<file path="src/hw/rtl/cpu8_ex_pkg.sv">
// ============================================================================
// cpu8_ex_pkg
// Shared types and constants for the 8-bit CPU execute unit: command codes,
// field widths and the entry that travels from the front to the back.
// ============================================================================
package cpu8_ex_pkg;

    localparam int CMD_W       = 5;
    localparam int BYTE_W      = 8;
    localparam int ADDR_W      = 16;
    localparam int QUOT_W      = 8;
    localparam int MEM_DEPTH_DEFAULT = 65536;

    localparam logic [7:0] FLAG_C      = 8'b0000_0001;
    localparam logic [7:0] FLAG_Z      = 8'b0000_0010;
    localparam logic [7:0] FLAG_V      = 8'b0100_0000;
    localparam logic [7:0] FLAG_N      = 8'b1000_0000;
    localparam logic [7:0] FLAG_BRK    = 8'b0011_0000;
    localparam logic [7:0] PULL_MASK   = 8'b1100_1111;
    localparam logic [7:0] STATUS_ONE  = 8'b0010_0000;
    localparam logic [7:0] STATUS_RST  = 8'h20;
    localparam logic [7:0] STACK_RST   = 8'hff;

    typedef enum logic [CMD_W-1:0] {
        CMD_LDA = 5'd0,  CMD_LDX = 5'd1,  CMD_LDY = 5'd2,  CMD_STA = 5'd3,
        CMD_STX = 5'd4,  CMD_STY = 5'd5,  CMD_TAX = 5'd6,  CMD_TAY = 5'd7,
        CMD_TSX = 5'd8,  CMD_TXA = 5'd9,  CMD_TXS = 5'd10, CMD_TYA = 5'd11,
        CMD_PHA = 5'd12, CMD_PHP = 5'd13, CMD_PLA = 5'd14, CMD_PLP = 5'd15,
        CMD_DEC = 5'd16, CMD_DEX = 5'd17, CMD_DEY = 5'd18, CMD_INC = 5'd19,
        CMD_INX = 5'd20, CMD_INY = 5'd21, CMD_ADC = 5'd22, CMD_SBC = 5'd23,
        CMD_AND = 5'd24, CMD_EOR = 5'd25, CMD_NOP = 5'd31
    } cmd_t;

    typedef struct packed {
        cmd_t              op;
        logic              mem_read;
        logic [BYTE_W-1:0] value;
        logic [ADDR_W-1:0] address;
        logic [QUOT_W-1:0] addr_quot;
    } entry_t;

endpackage

</file>
<file path="src/hw/rtl/cpu8_ex_queue.sv">
// ============================================================================
// cpu8_ex_queue
// Two-entry queue between front and back.
// ============================================================================
module cpu8_ex_queue (
    input  logic                 clk,
    input  logic                 rst_n,
    input  logic                 push,
    input  cpu8_ex_pkg::entry_t  push_entry,
    input  logic                 pop,
    output logic                 full,
    output logic                 not_empty,
    output cpu8_ex_pkg::entry_t  head
);
    import cpu8_ex_pkg::*;

    entry_t     slot_reg [2];
    logic       wr_ptr_reg;
    logic       rd_ptr_reg;
    logic [1:0] count_reg;
    logic [1:0] count_next;

    assign full      = (count_reg == 2'd2);
    assign not_empty = (count_reg != 2'd0);
    assign head      = slot_reg[rd_ptr_reg];

    always_comb
    begin
        count_next = count_reg;
        if (push && !pop)
            count_next = count_reg + 2'd1;
        else if (pop && !push)
            count_next = count_reg - 2'd1;
    end

    always_ff @(posedge clk or negedge rst_n)
    begin
        if (!rst_n)
        begin
            wr_ptr_reg <= 1'b0;
            rd_ptr_reg <= 1'b0;
            count_reg  <= 2'd0;
        end
        else
        begin
            count_reg <= count_next;
            if (push)
                wr_ptr_reg <= !wr_ptr_reg;
            if (pop)
                rd_ptr_reg <= !rd_ptr_reg;
        end
    end

    always_ff @(posedge clk)
    begin
        if (push)
            slot_reg[wr_ptr_reg] <= push_entry;
    end

    a_count_range: assert property (@(posedge clk) disable iff (!rst_n)
        count_reg != 2'd3)
        else $error("queue count out of range");
    a_no_overflow: assert property (@(posedge clk) disable iff (!rst_n)
        push && full |-> pop)
        else $error("queue push while full");
    a_no_underflow: assert property (@(posedge clk) disable iff (!rst_n)
        pop |-> not_empty)
        else $error("queue pop while empty");

endmodule

</file>
<file path="config.mk">
export PLATFORM = sky130hd
export DESIGN_NAME = cpu8_ex_queue
export DESIGN_NICKNAME = d
export VERILOG_FILES = /design/src/hw/rtl/cpu8_ex_pkg.sv /design/src/hw/rtl/cpu8_ex_queue.sv
export SDC_FILE = /design/constraint.sdc
export NUM_CORES = 1
export LEC_CHECK = 0
export ABC_AREA = 1
export BUFFER_PORTS_ARGS = -buffer_cell sky130_fd_sc_hd__buf_2
export CAP_MARGIN = 20
export CORE_UTILIZATION = 50
export CTS_BUF_LIST = sky130_fd_sc_hd__clkbuf_8
export CTS_CLUSTER_DIAMETER = 30
export DETAILED_ROUTE_END_ITERATION = 8
export PLACE_DENSITY = 0.77
export SYNTH_ARGS = -nofsm -noshare
export SYNTH_HDL_FRONTEND = slang
export SYNTH_SLANG_ARGS = --single-unit
</file>
<file path="constraint.sdc">
create_clock -name clk -period 3.35 [get_ports clk]
set_input_delay 0.67 -clock clk [delete_from_list [all_inputs] [get_ports clk]]
set_output_delay 0.67 -clock clk [all_outputs]
set_load 0.05 [all_outputs]
</file>
# ---- After elaboration in Yosys (flattened, before gate mapping)
# Memory sizes are Yosys's and may differ from the RTL's.
# Index checks and enable logic that the tools add are counted.
dict set report classes {
  add_sub_neg 2
  eq_ne 1
  mux 4
  n_reduce_logical 8
}
# operator count
set op_table {}
lappend op_table {{logical NOT 1 bit} 4}
lappend op_table {{2-to-1 mux 2 bit} 2}
lappend op_table {{nonzero test 2 bit} 2}
lappend op_table {{adder 2 x 1 -> 2 bit, second input constant} 1}
lappend op_table {{equality test 2 bit, second input constant} 1}
lappend op_table {{logical AND 1 bit} 2}
lappend op_table {{2-to-1 mux 1 bit} 2}
lappend op_table {{subtractor 2 x 1 -> 2 bit, second input constant} 1}
dict set report word_totals {
  ff_bits 4
  ramBits 76
  output_inout_bits 40
  memories 1
}
# memory words word_bits rd rd_ports_with_merged_regs wr line
set memory_table {}
lappend memory_table {slot_reg 2 38 1 0 1 cpu8_ex_queue.sv:17} ;# entry_t slot_reg [2];

# ---- Depth between registers and ports, before layout
# Gate-level depths: netlist of run 1.
dict set report depth {
  depth_word 4
  depth_mapped 7
  ltp_nobuf 7
}

# ---- Least setup slack after synthesis of run 1
# No wires, ideal clock.
dict set report synth_path {
  kind {input to register}
  startpoint {input push}
  endpoint {memory slot_reg[0][0] in the netlist's numbering, enable pin}
  setup_time_ns 0.434
  arrival_ns 2.309
  required_ns 2.916
  setup_slack_ns 0.606
  path_stages 2
  path_buffers 0
  cell_sequence {inv_1 nor2_1}
}
dict set report synth_between {
  elab_chain_cells 2
}
# item line
set synth_rtl {}
lappend synth_rtl {{start: declaration} cpu8_ex_queue.sv:8} ;# input logic push,
lappend synth_rtl {{2-to-1 mux 1 bit} cpu8_ex_queue.sv:56} ;# if (push)
lappend synth_rtl {{2-to-1 mux 1 bit (implied by the code)} cpu8_ex_queue.sv:57} ;# slot_reg[wr_ptr_reg] <= push_entry;
lappend synth_rtl {{end: declaration} cpu8_ex_queue.sv:17}
# Every way passes these cells.

==> results.md, run 1 <==
* Area grow syn2layout at 24.6%
* DR top layer: met4
* Vias per cell at 4.87
* FF+latch area at 0.00238 sq mm
* Synth top cells by count: edfxtp_1 (76), mux2_2 (28), mux2_4 (10)
* Largest area contributor in the netlist: edfxtp_1
* Synth Area in XOR/XNOR at 0.877%
* Die height at 79.4 um
* Routed len/inst at 15.7 um
* Final Setup Violations at 0
* Final ANT Viol Nets at 0
* Lkg Pwr at 1.50 nW
* Ports at 82
* Crit-path max cell delay at 0.76 ns
* Syn. warnings at 0
* Grt total ovfl at 0
* WL met2 at 2330 um
* Crit path required time at 2.68 ns
* Starting Density at 53.1%
* Placer Congestion at 0.728
* DRC Markers at 0
* Tmin final at 2.64 ns
* Worst-path cell chain: buf_4 > mux2_2 > buf_2
* Adder-cell share of the synthesized area at 0.418%
* Rel. slew slack at 54.6%
* Die width at 79.4 um
* Yosys reg bits at 80
* Fmax at 0.379 GHz
* Input/output buffers at 81
* FP Rows at 27
* Outcome: finished, final reports clean
* Total area of multi-input combinational cells at 553 sq um
* Util after Layout at 66.1%
* Initial DRC Count at 83
* Flop2flop setup slack at 1.71 ns
* Share of the synthesized area in the top cell type at 76.2%
* Final worst slack at 0.710 ns
* Startpoint types: flip-flop
* Pin count of the biggest net entering global routing at 25
* Post-Route Setup TNS at 0 ns
* Post-route cell area at 0.00373 sq mm
* Worst slew pin tran at 0.680 ns
* DP Worst Slack at 1.06 ns
* # clock sinks at 80
* Endpoint class of the critical path: output pin
* TritonCTS buffer count at 9
* Simple-Gate Fraction of Synth Area at 1.38%
* Post-DP HPWL at 3330 um
* Wire length on met1 at 2180 um
* CP Max Fanout at 24
* # Max-Cap Violations at 0
* Critical path's slowest cell: dfrtp_2
* Layout cells sized above 1 at 58.1%
* Slew Viols, Final at 0
* Largest family of logic cells by synthesized area: multiplexers
* CTS clk-pin slew, worst paths at 0.07 ns
* Netlist cell types at 15
* Synth top area cells: edfxtp_1 (76%), mux2_2 (11%), mux2_4 (5.0%)
* Post-synth EDFFs at 76
* Post-Syn Area per Cell at 20.9 sq um
* Fin nets at 279
* Skew final at 0.00575 ns
* Crit path DAT at 1.97 ns
* Vias in the first global route at 1,558
* CTS tree: yes
* All-Layer GR Usage at 16.5%
* Mux share of post-synthesis cell area at 15.5%
* Met3 WL at 314 um
* H-tree Lvls at 3
* Die outline area at 0.00630 sq mm
* # resized after CTS at 0
* Total power at 0.00374 W
* Post-synthesis compound-gate area fraction at 0%
* Largest register FFs at 76
* Synth Cell Area at 0.00300 sq mm
* Clock Tree Buf Depth at 2
* Hold Fails Final Rpt at 0
* Hold-fix buffers at CTS at 0
* Ant. Diodes at 0
* Post-synth ARST share at 5.00%
* DRT Pass-1 Iters at 4
* Pwr/cell area at 1000 mW/mm^2
* # fillers at 371
* Via count at 1,523
* Worst setup path class: flip-flop to output pin
* Postcts setup bufs at 0
* Mapped Cells at 143
* Initial antenna violation count at 0
* Sequential share of the synthesized area at 79.5%
* Most common cell in the netlist: edfxtp_1
* Final Cycle Share at 78.8%
* Total length of routed wires at 4910 um
* Clk_lat worst skew at 0.34 ns
* Core footprint at 0.00564 sq mm
* First-pass GRT wire length at 7460 um
* Worst min-delay path category: input pin to async pin
* RSZ-0062 raised after global routing: no
* Clock Tree Root: clkbuf_8
* Max VDD drop at 666 uV
* Net Count, Synth at 186
* Area after DPL at 0.00350 sq mm
* Synth Flop Type: edfxtp_1
-- cell families after synthesis --
logic type                 count (synthesis)
xor gates and xnor gates                   3
and+or+nand+nor                           10
buffers and inverters                     11
adders and majority gates                  1
DFF                                       80
muxes                                     38
-- power by group --
group	internal, W	total, W	switching (W)
combinational	0.000442	0.00147	0.00103
clock	0.000490	0.000816	0.000326
sequential	0.00133	0.00145	0.000122
-- per-stage QoR --
stage               instances  hold slack, ns
floorplan                 143           0.374
global placement          297           0.461
detailed placement        297           0.473
CTS                       313           0.116
global route              313           0.122
finish                    313           0.128
-- layout by cell type (no fill, tap or decap), types with 2 or more instances in the layout --
| cell type | netlist | final |
|---|---|---|
| buf_2 | 0 | 81 |
| buf_4 | 2 | 5 |
| bufinv_16 | 0 | 3 |
| clkbuf_8 | 0 | 9 |
| dfrtp_1 | 4 | 3 |
| edfxtp_1 | 76 | 76 |
| inv_1 | 7 | 8 |
| mux2_2 | 28 | 28 |
| mux2_4 | 10 | 10 |
| nand2_1 | 6 | 6 |
| xor2_1 | 2 | 2 |
-- layout make-up --
class                           count  share of cell area (%)
Clock inverter                      7                    2.98
Multi-Input combinational cell     52                    14.8
Clock buffer                        9                    3.32
Timing Repair Buffer               86                    11.9
Tap cell                           72                    2.41
Inverter                            7                   0.704
Sequential cell                    80                    63.9
-- critical path: cells and delay by family (launching register included) --
family / cells / cell delay, ns
buffers and inverters: 2 / 0.50
flip-flops: 1 / 0.76
multiplexers: 1 / 0.36
-- per-layer routing --
| metal | vias up | GRT usage (%) |
|---|---|---|
| met5 | - | 0 |
| met4 | 0 | 8.73 |
| met3 | 9 | 4.91 |
| met2 | 62 | 26.2 |
| met1 | 720 | 20.5 |
| li1 | 732 | - |
-- final timing paths --
| check | startpoint | end | depth (start not counted) |
|---|---|---|---|
| setup / recovery | rd_ptr_reg | head[1] | 3 |
| hold / removal | rst_n | count_reg[0] | 1 |
| setup reg to reg | wr_ptr_reg | slot_reg[1][33] | 3 |
| hold reg to reg | count_reg[1] | count_reg[1] | 2 |
| max in group asynchronous | rst_n | rd_ptr_reg | 1 |
| min in group clk | count_reg[1] | count_reg[1] | 2 |
(Power assumes the default switching activity.)
==> inputs of run 2 (changes only) <==
==> constraint.sdc (replaced) <==
create_clock -name clk -period 2.5 [get_ports clk]
set_input_delay 0.5 -clock clk [delete_from_list [all_inputs] [get_ports clk]]
set_output_delay 0.5 -clock clk [all_outputs]
set_load 0.05 [all_outputs]
==> results.md, run 2 (same netlist as run 1, synthesis figures left out) <==
* Placer Congestion at 0.652
* Reg-to-reg startpoint: wr_ptr_reg
* DRC Markers at 0
* Ant. Diodes at 0
* Worst slew pin tran at 0.480 ns
* Routed len/inst at 15.1 um
* Worst min-delay path category: input pin to flip-flop
* Most common cell after layout, fill and taps aside: buf_2
* RSZ-0062 raised after global routing: no
* Final Setup Violations at 0
* # clock sinks at 80
* Fmax at 0.443 GHz
* All-Layer GR Usage at 16.5%
* DRT Pass-1 Iters at 4
* Final worst slack at 0.241 ns
* Worst setup path class: flip-flop to output pin
* Layout cells sized above 1 at 57.7%
* Post-route cell area at 0.00373 sq mm
* Logic pwr share at 41.4%
* # Max-Cap Violations at 0
* Post-DP HPWL at 3220 um
* Hold endpoint: slot_reg[1][20]
* Starting Density at 53.1%
* Area grow syn2layout at 24.7%
* Hold-fix buffers at CTS at 1
* CTS clk-pin slew, worst paths at 0.08 ns
* Worst Hold Path Cells at 1
* Switch share at 40.1%
* Hold Fails Final Rpt at 0
* H-tree Lvls at 3
* Hold_sp: push_entry[20]
* Tmin final at 2.26 ns
* DP Worst Slack at 0.594 ns
* Input/output buffers at 81
* Outcome: finished, final reports clean
* TritonCTS buffer count at 9
* Vias in the first global route at 1,583
* Die width at 79.4 um
* Rel. slew slack at 68.0%
* Startpoint types: flip-flop
* Lkg Pwr at 1.49 nW
* Flop2flop setup slack at 1.09 ns
* Final ANT Viol Nets at 0
* FF-to-FF path depth at 2
* CTS tree: yes
* CP Max Fanout at 27
* Skew final at 0.00346 ns
* Initial antenna violation count at 0
* Crit path required time at 2.00 ns
* FP Rows at 27
* Total length of routed wires at 4720 um
* Post-Route Setup TNS at 0 ns
* Clk_lat worst skew at 0.33 ns
* Core footprint at 0.00564 sq mm
* Pin count of the biggest net entering global routing at 28
* Final Cycle Share at 90.4%
* Commonest non-fill, non-tap cells in the layout: buf_2 (81), edfxtp_1 (76), mux2_2 (28)
* FF-to-FF End: slot_reg[0][31]
* First-pass GRT wire length at 7350 um
* Clock Tree Root: clkbuf_8
* Cell-internal power at 0.00295 W
* Pwr/cell area at 1320 mW/mm^2
* Endpoint class of the critical path: output pin
* Area after DPL at 0.00351 sq mm
* # resized after CTS at 0
* Via count at 1,551
* Grt total ovfl at 0
* Vias per cell at 4.96
* Largest register FFs at 76
* Slew Viols, Final at 0
* Fin nets at 279
* Die height at 79.4 um
* Crit path DAT at 1.76 ns
* Postcts setup bufs at 0
* Die outline area at 0.00630 sq mm
* Switching pwr at 0.00198 W
* Clk pwr share at 20.0%
* Initial DRC Count at 95
* Ports at 82
* Max VDD drop at 689 uV
* Sequential Power Share at 38.6%
* Clock Tree Buf Depth at 2
## run 2: cell types whose count changed in the layout (fill, tap and decap cells not counted), sizes merged
cell         before  now
clkinvlp          0    2
buf              86   85
bufinv            3    2
clkinv            3    2
dlygate4sd3       0    1
## run 2: worst max-delay path, cell delays in order, from the launching register on
cell     delay (ns)
dfrtp_2        0.58
buf_12         0.26
mux2_2         0.36
buf_2          0.21
## run 2: stage by stage
| step | total power, W | hold slack [ns] | std cells | util [%] |
|---|---|---|---|---|
| after floorplan | 0.00358 | 0.204 | 143 | - |
| final | 0.00493 | 0.344 | 313 | 66.2 |
| after global placement | 0.00397 | 0.320 | 296 | 62.3 |
| after global routing | 0.00513 | 0.328 | 313 | 66.2 |
| after CTS | 0.00498 | 0.325 | 313 | 66.2 |
| after detailed placement | 0.00400 | 0.318 | 296 | 62.3 |
## run 2: worst max-delay path by stage
stage | from | to | depth (start not counted)
after floorplan | push | slot_reg[0][0] | 2
after global placement | rd_ptr_reg | head[1] | 3
after detailed placement | rd_ptr_reg | head[26] | 3
after CTS | rd_ptr_reg | head[4] | 3
after global routing | rd_ptr_reg | head[27] | 3
final | rd_ptr_reg | head[26] | 3
## run 2: cell type report
| type | instances | area (sq um) |
|---|---|---|
| clock buffer | 9 | 124 |
| clock inverter | 7 | 87.6 |
| fill | 390 | 1910 |
| inverter | 7 | 26.3 |
| multi-input combinational | 52 | 553 |
| sequential | 80 | 2380 |
| tap | 72 | 90.1 |
| timing repair buffer | 86 | 470 |
## run 2: metal layers
metal  vias up  track usage (%)  part of all wire, %
met3         8             4.46                  7.9
met5         -                0                    0
met2        68             27.1                   49
met4         0             9.82                  1.7
li1        729                -                    -
met1       746             19.6                   42
## run 2: power by group through the flow
stage	combinational [W]	sequential [W]	clock [W]
final	0.00204	0.00190	0.000988
after global routing	0.00214	0.00193	0.00106
after global placement	0.00205	0.00192	0
after detailed placement	0.00206	0.00193	0
after floorplan	0.00170	0.00187	0
after CTS	0.00207	0.00191	0.00101
