File: config.mk
export PLATFORM = sky130hd
export DESIGN_NAME = cpu8_ex_front_flat
export DESIGN_NICKNAME = d
export VERILOG_FILES = /design/src/hw/rtl/cpu8_ex_pkg.sv /design/src/hw/rtl/cpu8_ex_if.sv /design/src/hw/rtl/cpu8_ex_front.sv /design/src/flat_wrapper.sv
export SDC_FILE = /design/constraint.sdc
export NUM_CORES = 1
export LEC_CHECK = 0
export BUFFER_PORTS_ARGS = -buffer_cell sky130_fd_sc_hd__buf_2
export CORE_MARGIN = 2
export CORE_UTILIZATION = 22
export DETAILED_ROUTE_END_ITERATION = 6
export PLACE_DENSITY = 0.86
export REMOVE_ABC_BUFFERS = 1
export SLEW_MARGIN = 20
export SYNTH_ARGS = -nofsm -noshare
export SYNTH_HDL_FRONTEND = slang
export SYNTH_SLANG_ARGS = --single-unit
File: constraint.sdc
create_clock -name vclk -period 0.8
set_clock_uncertainty 0.15 [all_clocks]
set_input_delay 0.12 -clock vclk [all_inputs]
set_output_delay 0.12 -clock vclk [all_outputs]
set_load 0.02 [all_outputs]
File: src/hw/rtl/cpu8_ex_pkg.sv
// ============================================================================
// cpu8_ex_pkg
// Shared types and constants for the 8-bit CPU execute unit: command codes,
// field widths and the entry that travels from the front to the back.
// ============================================================================
package cpu8_ex_pkg;

    localparam int CMD_W       = 5;
    localparam int BYTE_W      = 8;
    localparam int ADDR_W      = 16;
    localparam int QUOT_W      = 8;
    localparam int MEM_DEPTH_DEFAULT = 65536;

    localparam logic [7:0] FLAG_C      = 8'b0000_0001;
    localparam logic [7:0] FLAG_Z      = 8'b0000_0010;
    localparam logic [7:0] FLAG_V      = 8'b0100_0000;
    localparam logic [7:0] FLAG_N      = 8'b1000_0000;
    localparam logic [7:0] FLAG_BRK    = 8'b0011_0000;
    localparam logic [7:0] PULL_MASK   = 8'b1100_1111;
    localparam logic [7:0] STATUS_ONE  = 8'b0010_0000;
    localparam logic [7:0] STATUS_RST  = 8'h20;
    localparam logic [7:0] STACK_RST   = 8'hff;

    typedef enum logic [CMD_W-1:0] {
        CMD_LDA = 5'd0,  CMD_LDX = 5'd1,  CMD_LDY = 5'd2,  CMD_STA = 5'd3,
        CMD_STX = 5'd4,  CMD_STY = 5'd5,  CMD_TAX = 5'd6,  CMD_TAY = 5'd7,
        CMD_TSX = 5'd8,  CMD_TXA = 5'd9,  CMD_TXS = 5'd10, CMD_TYA = 5'd11,
        CMD_PHA = 5'd12, CMD_PHP = 5'd13, CMD_PLA = 5'd14, CMD_PLP = 5'd15,
        CMD_DEC = 5'd16, CMD_DEX = 5'd17, CMD_DEY = 5'd18, CMD_INC = 5'd19,
        CMD_INX = 5'd20, CMD_INY = 5'd21, CMD_ADC = 5'd22, CMD_SBC = 5'd23,
        CMD_AND = 5'd24, CMD_EOR = 5'd25, CMD_NOP = 5'd31
    } cmd_t;

    typedef struct packed {
        cmd_t              op;
        logic              mem_read;
        logic [BYTE_W-1:0] value;
        logic [ADDR_W-1:0] address;
        logic [QUOT_W-1:0] addr_quot;
    } entry_t;

endpackage

File: src/hw/rtl/cpu8_ex_if.sv
// ============================================================================
// cpu8_ex_if
// Valid/ready channels: command words in, register snapshot words out.
// ============================================================================
interface cpu8_ex_cmd_if;
    logic                           valid;
    logic                           ready;
    logic [cpu8_ex_pkg::CMD_W-1:0]  command;
    logic [cpu8_ex_pkg::BYTE_W-1:0] value;
    logic [cpu8_ex_pkg::ADDR_W-1:0] address;

    modport source (output valid, output command, output value, output address,
                    input ready);
    modport sink   (input valid, input command, input value, input address,
                    output ready);
endinterface


File: src/hw/rtl/cpu8_ex_front.sv
// ============================================================================
// cpu8_ex_front
// Accept command words, classify them and pre-reduce the address quotient.
// ============================================================================
module cpu8_ex_front #(
    parameter int MEM_DEPTH = cpu8_ex_pkg::MEM_DEPTH_DEFAULT
) (
    cpu8_ex_cmd_if.sink          cmd,
    input  logic                 q_full,
    input  logic                 clearing,
    output logic                 push,
    output cpu8_ex_pkg::entry_t  push_entry
);
    import cpu8_ex_pkg::*;

    localparam int SHIFT   = ADDR_W + $clog2(MEM_DEPTH);
    localparam int RECIP_W = 18;
    localparam int PROD_W  = ADDR_W + RECIP_W;
    localparam longint unsigned RECIP =
        ((64'd1 << SHIFT) + 64'(MEM_DEPTH) - 64'd1) / 64'(MEM_DEPTH);

    logic [PROD_W-1:0] quot_prod;
    cmd_t              op;

    // address / MEM_DEPTH by reciprocal multiply, exact for 16-bit addresses
    assign quot_prod = PROD_W'(cmd.address) * PROD_W'(RECIP);

    always_comb
    begin
        if (cmd.command > CMD_EOR)
            op = CMD_NOP;
        else
            op = cmd_t'(cmd.command);
    end

    assign cmd.ready            = !q_full && !clearing;
    assign push                 = cmd.valid && cmd.ready;
    assign push_entry.op        = op;
    assign push_entry.mem_read  = (op == CMD_PLA) || (op == CMD_PLP) ||
                                  (op == CMD_INC) || (op == CMD_DEC);
    assign push_entry.value     = cmd.value;
    assign push_entry.address   = cmd.address;
    assign push_entry.addr_quot = QUOT_W'(quot_prod >> SHIFT);

endmodule

File: src/flat_wrapper.sv
// flat-port wrapper written by rule: the top's interface ports become plain ports
module cpu8_ex_front_flat import cpu8_ex_pkg::*;
#(
    parameter int MEM_DEPTH = cpu8_ex_pkg::MEM_DEPTH_DEFAULT
)
  (q_full, clearing, push, push_entry, cmd_valid, cmd_command, cmd_value, cmd_address, cmd_ready);
  cpu8_ex_cmd_if cmd_i ();
  input  logic q_full;
  input  logic clearing;
  output logic push;
  output cpu8_ex_pkg::entry_t push_entry;
  input wire logic [$bits(cmd_i.valid)-1:0] cmd_valid;
  input wire logic [$bits(cmd_i.command)-1:0] cmd_command;
  input wire logic [$bits(cmd_i.value)-1:0] cmd_value;
  input wire logic [$bits(cmd_i.address)-1:0] cmd_address;
  output wire logic [$bits(cmd_i.ready)-1:0] cmd_ready;
  assign cmd_i.valid = cmd_valid;
  assign cmd_i.command = cmd_command;
  assign cmd_i.value = cmd_value;
  assign cmd_i.address = cmd_address;
  assign cmd_ready = cmd_i.ready;
  cpu8_ex_front #(.MEM_DEPTH(MEM_DEPTH)) u_core (.cmd(cmd_i), .q_full(q_full), .clearing(clearing), .push(push), .push_entry(push_entry));
endmodule
# [After elaboration in Yosys (flattened, before gate mapping)]
# Index checks and enable logic that the tools add are counted.
# W data, S select, Z words.
[totals] ff_bits=0 in_bits=32
[classes] order_cmp=1 n_eq_ne=4 muxes=1 n_reduce_logical=7
[op_table] op="$eq A5 B4 Y1 const B" n=2
[op_table] op="$eq A5 B5 Y1 const B" n=2
[op_table] op="$gt A5 B5 Y1 const B" n=1
[op_table] op="$mux W5" n=1
[op_table] op="$logic_or A1 B1 Y1" n=3
[op_table] op="$logic_and A1 B1 Y1" n=2
[op_table] op="$logic_not A1 Y1" n=2

# [Logic depth before layout (Yosys ltp)]
# Gate-level depths: netlist of run 1.
[logic_depth] ltp_word=6 ltp_mapped=2 ltp_nobuf=2

# [Least setup slack after synthesis of run 1]
# No wires, ideal clock.
[synth_timing] path_kind="input to output" from="in clearing" to="out push" arrival_ps=733 path_slack_ps=-203 stages=2 n_path_buf=0 cell_sequence="nor2_1 -> and2_1"
[synth_via] elab_chain_len=3
[synth_rtl] element="from (decl)" line_no="flat_wrapper.sv:9" source="input logic clearing;"
[synth_rtl] element="$logic_not A1 Y1" line_no="cpu8_ex_front.sv:36" source="assign cmd.ready = !q_full && !clearing;"
[synth_rtl] element="$logic_and A1 B1 Y1" line_no="cpu8_ex_front.sv:36"
[synth_rtl] element="$logic_and A1 B1 Y1" line_no="cpu8_ex_front.sv:37" source="assign push = cmd.valid && cmd.ready;"
[synth_rtl] element="to (decl)" line_no="flat_wrapper.sv:10" source="output logic push;"
# No other way between the ends.

==> impl_metrics.json, run 1 <==
{
  "drc_errors": 0,
  "timing.critical_path.cells": "buf_6 -> xor2_1 -> o41ai_2 -> buf_2",
  "area.sequential_um2": 0,
  "maxSlewViolCount": 0,
  "min_path_cells": 0,
  "max-vdd-ir-drop_v": 0.0001666,
  "crit_slowest_cell": "sky130_fd_sc_hd__buf_2",
  "worst_slack_ps": -236.9,
  "diodes_inserted": 0,
  "report.final.hold_viol_count": 0,
  "power.density_cell_area_nw_per_um2": 638.4,
  "synth.yosys.seq_area_share": 0,
  "sequential_cell_total": 0,
  "hold_path.startpoint": "cmd_value[0]",
  "layout-drive-gt1-share": 0.6757,
  "worstPathBufferInverterCount": 2,
  "cp_slowest_stage_delay_ps": 210,
  "finalNonFillerCells": 52,
  "timing.critical_path.fanout_max": 2,
  "cpLargestDelayFamily": "buffers and inverters",
  "post_drt_via_cell_ratio": 4.462,
  "crit_arrival_ps": 770,
  "ctsHoldBuffers": 0,
  "outcome": "finished, violations left",
  "floorplan.initialDensity": 0.2447,
  "fin_nets": 71,
  "wl_um": 1174,
  "setup-violations-final": 5,
  "postSynthAreaPerCell_um2": 7.340,
  "antenna_found_initial": 0,
  "synthesis.instances": 45,
  "violations_in_the_final_reports": "negative setup slack",
  "startpoint_type_of_the_worst_setup_path": "input pin",
  "grt_pass1_vias": 237,
  "critPathCaptureType": "primary output",
  "grt_first_pass_wirelength_um": 1545,
  "clock.fmax_mhz": 964.4,
  "globalRouteTotalUtil": 0.1221,
  "routed-via-count": 232,
  "placement_rows": 13,
  "fp.dieW_um": 42.75,
  "wire_per_inst_um": 22.58,
  "die_h_um": 42.75,
  "design.core.area_um2": 1350,
  "ant_nets": 0,
  "grt.overflow.total": 0,
  "drtPass1Iterations": 1,
  "placed_cells_incl_taps": 52,
  "finalCritPeriodShare": 1.296,
  "hold-worst-slack_ps": 90.20,
  "port_buffers": 16,
  "max_cap_violations": 0,
  "minimum_period_implied_by_the_final_worst_setup_slack_ps": 1037,
  "synth_cell_types": 12,
  "worst_ep_required_time_ps": 530,
  "design.die.area_um2": 1828,
  "class_of_the_tightest_hold_or_removal_check": "in -> out",
  "grt_setup_unrepaired": "yes",
  "synth.top_cells.by_area": "sky130_fd_sc_hd__buf_4 73%, sky130_fd_sc_hd__a31o_2 5.3%, sky130_fd_sc_hd__o41ai_2 4.9%",
  "synth-warning-count": 0,
  "pin_count_of_the_biggest_net_entering_global_routing": 7,
  "post-synth-top-area-fraction": 0.7273,
  "hold_path_end": "push_entry[24]",
  "routabilityCongestion": 0.7256,
  "post_cts_setup_buffers": 0,
  "synthDominantAreaCellType": "sky130_fd_sc_hd__buf_4",
  "synthToLayoutAreaGrowth_pct": 0.3787,
  "post_synth_instance_area_um2": 330.3,
  "crit_type": "in -> out",
  "total_leakage_power_nw": 0.1698,
  "final.clkbuf_count": 0,
  "io_pins": 72,
  "report.power.total_mw": 0.2117,
  "initialDrtViolationCount": 0
}
==> synthesized netlist by cell type <==
master / count
sky130_fd_sc_hd__a31o_2: 2
sky130_fd_sc_hd__and2_1: 1
sky130_fd_sc_hd__buf_4: 32
sky130_fd_sc_hd__clkbuf_1: 2
sky130_fd_sc_hd__conb_1: 1
sky130_fd_sc_hd__inv_2: 1
sky130_fd_sc_hd__nand2b_1: 1
sky130_fd_sc_hd__nand4b_1: 1
sky130_fd_sc_hd__nor2_1: 1
sky130_fd_sc_hd__o211ai_1: 1
sky130_fd_sc_hd__o41ai_2: 1
sky130_fd_sc_hd__xor2_1: 1
==> how the worst max path moves through the flow <==
stage,slack (ps),to,startpoint,cells after the start
3_5_place_dp,-270,push_entry[32],cmd_command[4],4
6_report,-240,push_entry[32],cmd_command[0],4
3_3_place_gp,-260,push_entry[32],cmd_command[4],4
2_1_floorplan,-200,push,clearing,2
5_1_grt,-300,push_entry[32],cmd_command[0],4
4_1_cts,-250,push_entry[32],cmd_command[0],4
==> power breakdown <==
part           internal [mW]  total (mW)  switching, mW
combinational         0.0994       0.212          0.112
sequential                 0           0              0
clock                      0           0              0
total                 0.0994       0.212          0.112
==> area by class of cell <==
| cell class | instances | area [um2] |
|---|---|---|
| fill | 152 | 1018 |
| timing repair buffer | 19 | 176.4 |
| tap | 15 | 18.77 |
| multi-input combinational | 17 | 132.6 |
| inverter | 1 | 3.754 |
==> stage by stage <==
step | setup slack [ps] | setup TNS (ps) | util | instance area (um2)
2_1_floorplan | -203.1 | -397.6 | - | 108.9
3_3_place_gp | -263.3 | -1073 | 0.1705 | 230.2
3_5_place_dp | -268.8 | -1092 | 0.1705 | 230.2
4_1_cts | -247.0 | -743.4 | 0.2428 | 327.8
5_1_grt | -300.1 | -914.6 | 0.2456 | 331.6
6_report | -236.9 | -762.1 | 0.2456 | 331.6
==> layout by cell type, fill, tap and decap left out, types with 2 or more instances in the layout <==
master                   synthesis  routed
sky130_fd_sc_hd__buf_6           0      11
sky130_fd_sc_hd__conb_1          1       8
sky130_fd_sc_hd__buf_2           0       6
sky130_fd_sc_hd__a31o_4          0       2
==> layer usage <==
metal	vias up	global-route usage	wire, um
li1	87	-	-
met3	0	0.1915	426
met1	98	0.1200	358
met5	-	0	0
met4	0	0	0
met2	47	0.1455	389
==> cells by family (layout without fill, tap and decap cells) <==
family / count (synthesis) / count (layout) / share of synthesized area
compound gates: 4 / 4 / 0.1250
xor+xnor: 1 / 1 / 0.02652
buf+inv: 35 / 20 / 0.7614
simple gates: 4 / 4 / 0.07578
other cells: 1 / 8 / 0.01135
==> repair_timing <==
action / CTS / global route
endpoints found under the setup margin: 6 / 6
gates resized for setup: 24 / 1
pin swaps: 3 / 1
(Power assumes the default switching activity.)
==> run 2, diff against run 1 <==
- SKIP_LAST_GASP: not set -> 1
==> impl_metrics.json, run 2 (synthesis results as in run 1) <==
{
  "grt.overflow.total": 0,
  "design.die.area_um2": 1828,
  "setup-tns-final_ps": -777.5,
  "critPathCaptureType": "primary output",
  "wire_per_inst_um": 22.50,
  "post_drt_via_cell_ratio": 4.462,
  "finalCritPeriodShare": 1.325,
  "routed-via-count": 232,
  "synthToLayoutAreaGrowth_pct": -2.273,
  "fp.dieW_um": 42.75,
  "violations_in_the_final_reports": "negative setup slack",
  "setup-violations-final": 5,
  "globalRouteMet3Util": 0.1915,
  "maxSlewViolCount": 0,
  "total_leakage_power_nw": 0.1668,
  "placement_rows": 13,
  "finalNonFillerCells": 52,
  "class_of_the_tightest_hold_or_removal_check": "in -> out",
  "multiInputGateArea_um2": 132.6,
  "placed_cells_incl_taps": 52,
  "antenna_found_initial": 0,
  "most-common-layout-cells": "10 x sky130_fd_sc_hd__buf_6, 8 x sky130_fd_sc_hd__conb_1, 8 x sky130_fd_sc_hd__buf_2",
  "drc_errors": 0,
  "ant_nets": 0,
  "report.power.total_mw": 0.2074,
  "minimum_period_implied_by_the_final_worst_setup_slack_ps": 1060,
  "met1_usage": 0.1200,
  "io_pins": 72,
  "grt_pass1_vias": 236,
  "worst_ep_required_time_ps": 530,
  "startpoint_type_of_the_worst_setup_path": "input pin",
  "timing.critical_path.fanout_max": 2,
  "ctsHoldBuffers": 0,
  "globalRouteTotalUtil": 0.1195,
  "grt_first_pass_wirelength_um": 1518,
  "crit_type": "in -> out",
  "max-vdd-ir-drop_v": 0.0001643,
  "fin_nets": 71,
  "clock.fmax_mhz": 943.7,
  "routabilityCongestion": 0.7256,
  "hold-worst-slack_ps": 90.20,
  "globalRoute.busiestLayer": "met3",
  "wl_um": 1170,
  "grt_setup_unrepaired": "yes",
  "die_h_um": 42.75,
  "worst_slack_ps": -259.7,
  "outcome": "finished, violations left",
  "max_cap_violations": 0,
  "power.density_cell_area_nw_per_um2": 642.6,
  "final.clkbuf_count": 0,
  "layout.cell_area.non_filler_um2": 322.8,
  "initialDrtViolationCount": 0,
  "port_buffers": 16,
  "area.sequential_um2": 0,
  "layout_commonest_cell": "sky130_fd_sc_hd__buf_6",
  "drtPass1Iterations": 1,
  "crit_arrival_ps": 790,
  "diodes_inserted": 0,
  "fillCellCount": 150,
  "floorplan.initialDensity": 0.2447,
  "design.core.area_um2": 1350,
  "layout-drive-gt1-share": 0.6757,
  "postPlaceCellArea_um2": 230.2,
  "use_met2": 0.1364,
  "report.final.hold_viol_count": 0,
  "pin_count_of_the_biggest_net_entering_global_routing": 7,
  "sequential_cell_total": 0
}
[run 2: cell counts in the layout (fill, tap and decap cells not counted)]
Identical to the previous run, type by type.
[run 2: worst paths after layout]
kind	from	endpoint	slack [ps]	cells past startpoint
min	cmd_value[0]	push_entry[24]	90	0
max	cmd_command[0]	push_entry[32]	-260	4
[run 2: worst max-delay path, stage by stage]
cell and delay [ps]:
sky130_fd_sc_hd__buf_2 110, sky130_fd_sc_hd__xor2_1 160, sky130_fd_sc_hd__o41ai_2 190, sky130_fd_sc_hd__buf_2 210
[run 2: timing repair]
item / CTS / global route
pin swaps: 3 / 1
setup buffers: 0 / 0
endpoints found under the setup margin: 6 / 6
resized for setup: 21 / 2
[run 2: stage by stage]
step	util	setup slack (ps)
floorplan	-	-203.1
global placement	0.1705	-263.3
detailed placement	0.1705	-268.8
CTS	0.2336	-267.4
global route	0.2391	-321.0
finish	0.2391	-259.7
[run 2: power breakdown]
group	switching [mW]	internal, mW	leakage, nW
Clock	0	0	0
Sequential	0	0	0
Combinational	0.113	0.0949	0.167
[run 2: metal layers]
metal,part of all wire,routed length [um]
met3,0.36,422
met4,0,0
met2,0.33,381
met1,0.31,366
met5,0,0
[run 2: layout make-up]
class	count	share of cell area
multi-input cells	17	0.4109
well taps	15	0.05814
inverters	1	0.01163
repair buffers	19	0.5194
==> run 3, diff against run 2 <==
- ABC_AREA: not set -> 1
- BUFFER_PORTS_ARGS: -buffer_cell sky130_fd_sc_hd__buf_2 -> -buffer_cell sky130_fd_sc_hd__clkbuf_2
- CORE_UTILIZATION: 22 -> 23
- PLACE_DENSITY: 0.86 -> 0.87
==> impl_metrics.json, run 3 <==
{
  "minimum_period_implied_by_the_final_worst_setup_slack_ps": 1016,
  "antenna_found_initial": 0,
  "synthTopCellsByCount": "32 x sky130_fd_sc_hd__buf_4, 7 x sky130_fd_sc_hd__inv_1, 4 x sky130_fd_sc_hd__nand2_1",
  "report.final.hold_viol_count": 0,
  "layout-drive-gt1-share": 0.5319,
  "grt.overflow.total": 0,
  "io_pins": 72,
  "max_cap_violations": 0,
  "sequential_cell_total": 0,
  "crit_type": "in -> out",
  "diodes_inserted": 0,
  "fp.dieW_um": 42.96,
  "hold_path.startpoint": "cmd_value[4]",
  "port_buffers": 16,
  "wire_per_inst_um": 18.63,
  "max-vdd-ir-drop_v": 0.0002337,
  "grt_first_pass_wirelength_um": 1504,
  "finalNonFillerCells": 63,
  "post_drt_via_cell_ratio": 4.286,
  "synthMostInstantiatedCell": "sky130_fd_sc_hd__buf_4",
  "maxSlewViolCount": 0,
  "drtPass1Iterations": 2,
  "globalRouteTotalUtil": 0.1169,
  "most-common-layout-cells": "8 x sky130_fd_sc_hd__conb_1, 6 x sky130_fd_sc_hd__clkbuf_2, 5 x sky130_fd_sc_hd__inv_1",
  "timing.critical_path.fanout_max": 3,
  "outcome": "finished, violations left",
  "final.clkbuf_count": 0,
  "die_h_um": 42.96,
  "clock.fmax_mhz": 984.7,
  "synthToLayoutAreaGrowth_pct": 0,
  "routabilityCongestion": 0.5981,
  "wl_um": 1174,
  "floorplan.initialDensity": 0.2372,
  "grt_setup_unrepaired": "yes",
  "crit_slowest_cell": "sky130_fd_sc_hd__o21ai_2",
  "postSynthAreaPerCell_um2": 6.347,
  "synthDominantAreaCellType": "sky130_fd_sc_hd__buf_4",
  "synth-warning-count": 0,
  "ctsHoldBuffers": 0,
  "initialDrtViolationCount": 1,
  "setup-violations-final": 5,
  "cp_slowest_stage_delay_ps": 130,
  "crit_arrival_ps": 750,
  "hold-worst-slack_ps": 90.19,
  "critPathCaptureType": "primary output",
  "post_synth_instance_area_um2": 349.1,
  "routed-via-count": 270,
  "placed_cells_incl_taps": 62,
  "worst_slack_ps": -215.5,
  "design.core.area_um2": 1471,
  "min_path_cells": 0,
  "grt_pass1_vias": 265,
  "synthesis.instances": 55,
  "violations_in_the_final_reports": "negative setup slack",
  "placement_rows": 14,
  "synth.yosys.seq_area_share": 0,
  "power.density_cell_area_nw_per_um2": 635.3,
  "startpoint_type_of_the_worst_setup_path": "input pin",
  "hold_path_end": "push_entry[28]",
  "pin_count_of_the_biggest_net_entering_global_routing": 6,
  "total_leakage_power_nw": 0.2077,
  "post-synth-top-area-fraction": 0.6882,
  "class_of_the_tightest_hold_or_removal_check": "in -> out",
  "drc_errors": 0,
  "design.die.area_um2": 1846,
  "fin_nets": 81,
  "timing.critical_path.cells": "clkbuf_8 -> nand2_4 -> o21bai_4 -> nand2_1 -> o21ai_2 -> buf_6",
  "dp.final_hpwl_um": 1016,
  "finalCritPeriodShare": 1.269,
  "place_worst_setup_slack_ps": -309.6,
  "synth.top_cells.by_area": "sky130_fd_sc_hd__buf_4 69%, sky130_fd_sc_hd__inv_1 7.5%, sky130_fd_sc_hd__nand2_1 4.3%",
  "area.sequential_um2": 0,
  "layout_commonest_cell": "sky130_fd_sc_hd__conb_1",
  "worst_ep_required_time_ps": 530,
  "ant_nets": 0,
  "synth_cell_types": 13
}
[run 3: per-layer routing]
layer	up-vias	share of wire	global-route usage
met5	-	0	0
met4	0	0	0
met3	0	0.28	0.1745
met2	42	0.33	0.1212
met1	120	0.38	0.1367
li1	108	-	-
[run 3: layout make-up]
type                            count  area, um2
Tap cell                           16      20.02
Inverter                            7      33.78
Multi-Input combinational cell     21      122.6
Timing Repair Buffer               19      172.7
Fill cell                         180       1122
[run 3: timing repair]
item / in CTS / in global routing
buffers inserted: 0 / 1
resized for setup: 19 / 10
setup endpoints to repair: 5 / 5
pin swaps: 5 / 1
[run 3: logic make-up after synthesis]
family / synth area share
AOI/OAI and AO/OA: 0.09319
buffers and inverters: 0.7850
and+or+nand+nor: 0.1111
other: 0.01074
[run 3: worst max-delay path by stage]
stage                               from             end  slack [ps]
after detailed placement  cmd_command[3]  push_entry[32]        -310
after global routing      cmd_command[3]  push_entry[32]        -260
after CTS                 cmd_command[4]  push_entry[32]        -230
after global placement    cmd_command[2]  push_entry[32]        -270
final                     cmd_command[3]  push_entry[32]        -220
after floorplan           cmd_command[2]  push_entry[32]        -350
[run 3: through the flow]
stage	TNS, ps	util	area, um2	power, mW
3_5_place_dp	-894.4	0.1650	242.7	0.1586
2_1_floorplan	-467.6	-	127.6	0.08877
4_1_cts	-694.9	0.2151	316.6	0.2010
5_1_grt	-868.5	0.2372	349.1	0.2363
6_report	-709.6	0.2372	349.1	0.2218
3_3_place_gp	-749.6	0.1650	242.7	0.1531
[run 3: where the power goes]
part / total (mW) / leakage [nW] / switching, mW / internal [mW]
registers: 0 / 0 / 0 / 0
logic: 0.222 / 0.208 / 0.123 / 0.0986
clock network: 0 / 0 / 0 / 0
total: 0.222 / 0.208 / 0.123 / 0.0986
[run 3: critical path: cells and delay by family]
kind / cells / cell delay, ps
buf+inv: 2 / 250
compound gates: 2 / 240
simple gates: 2 / 130
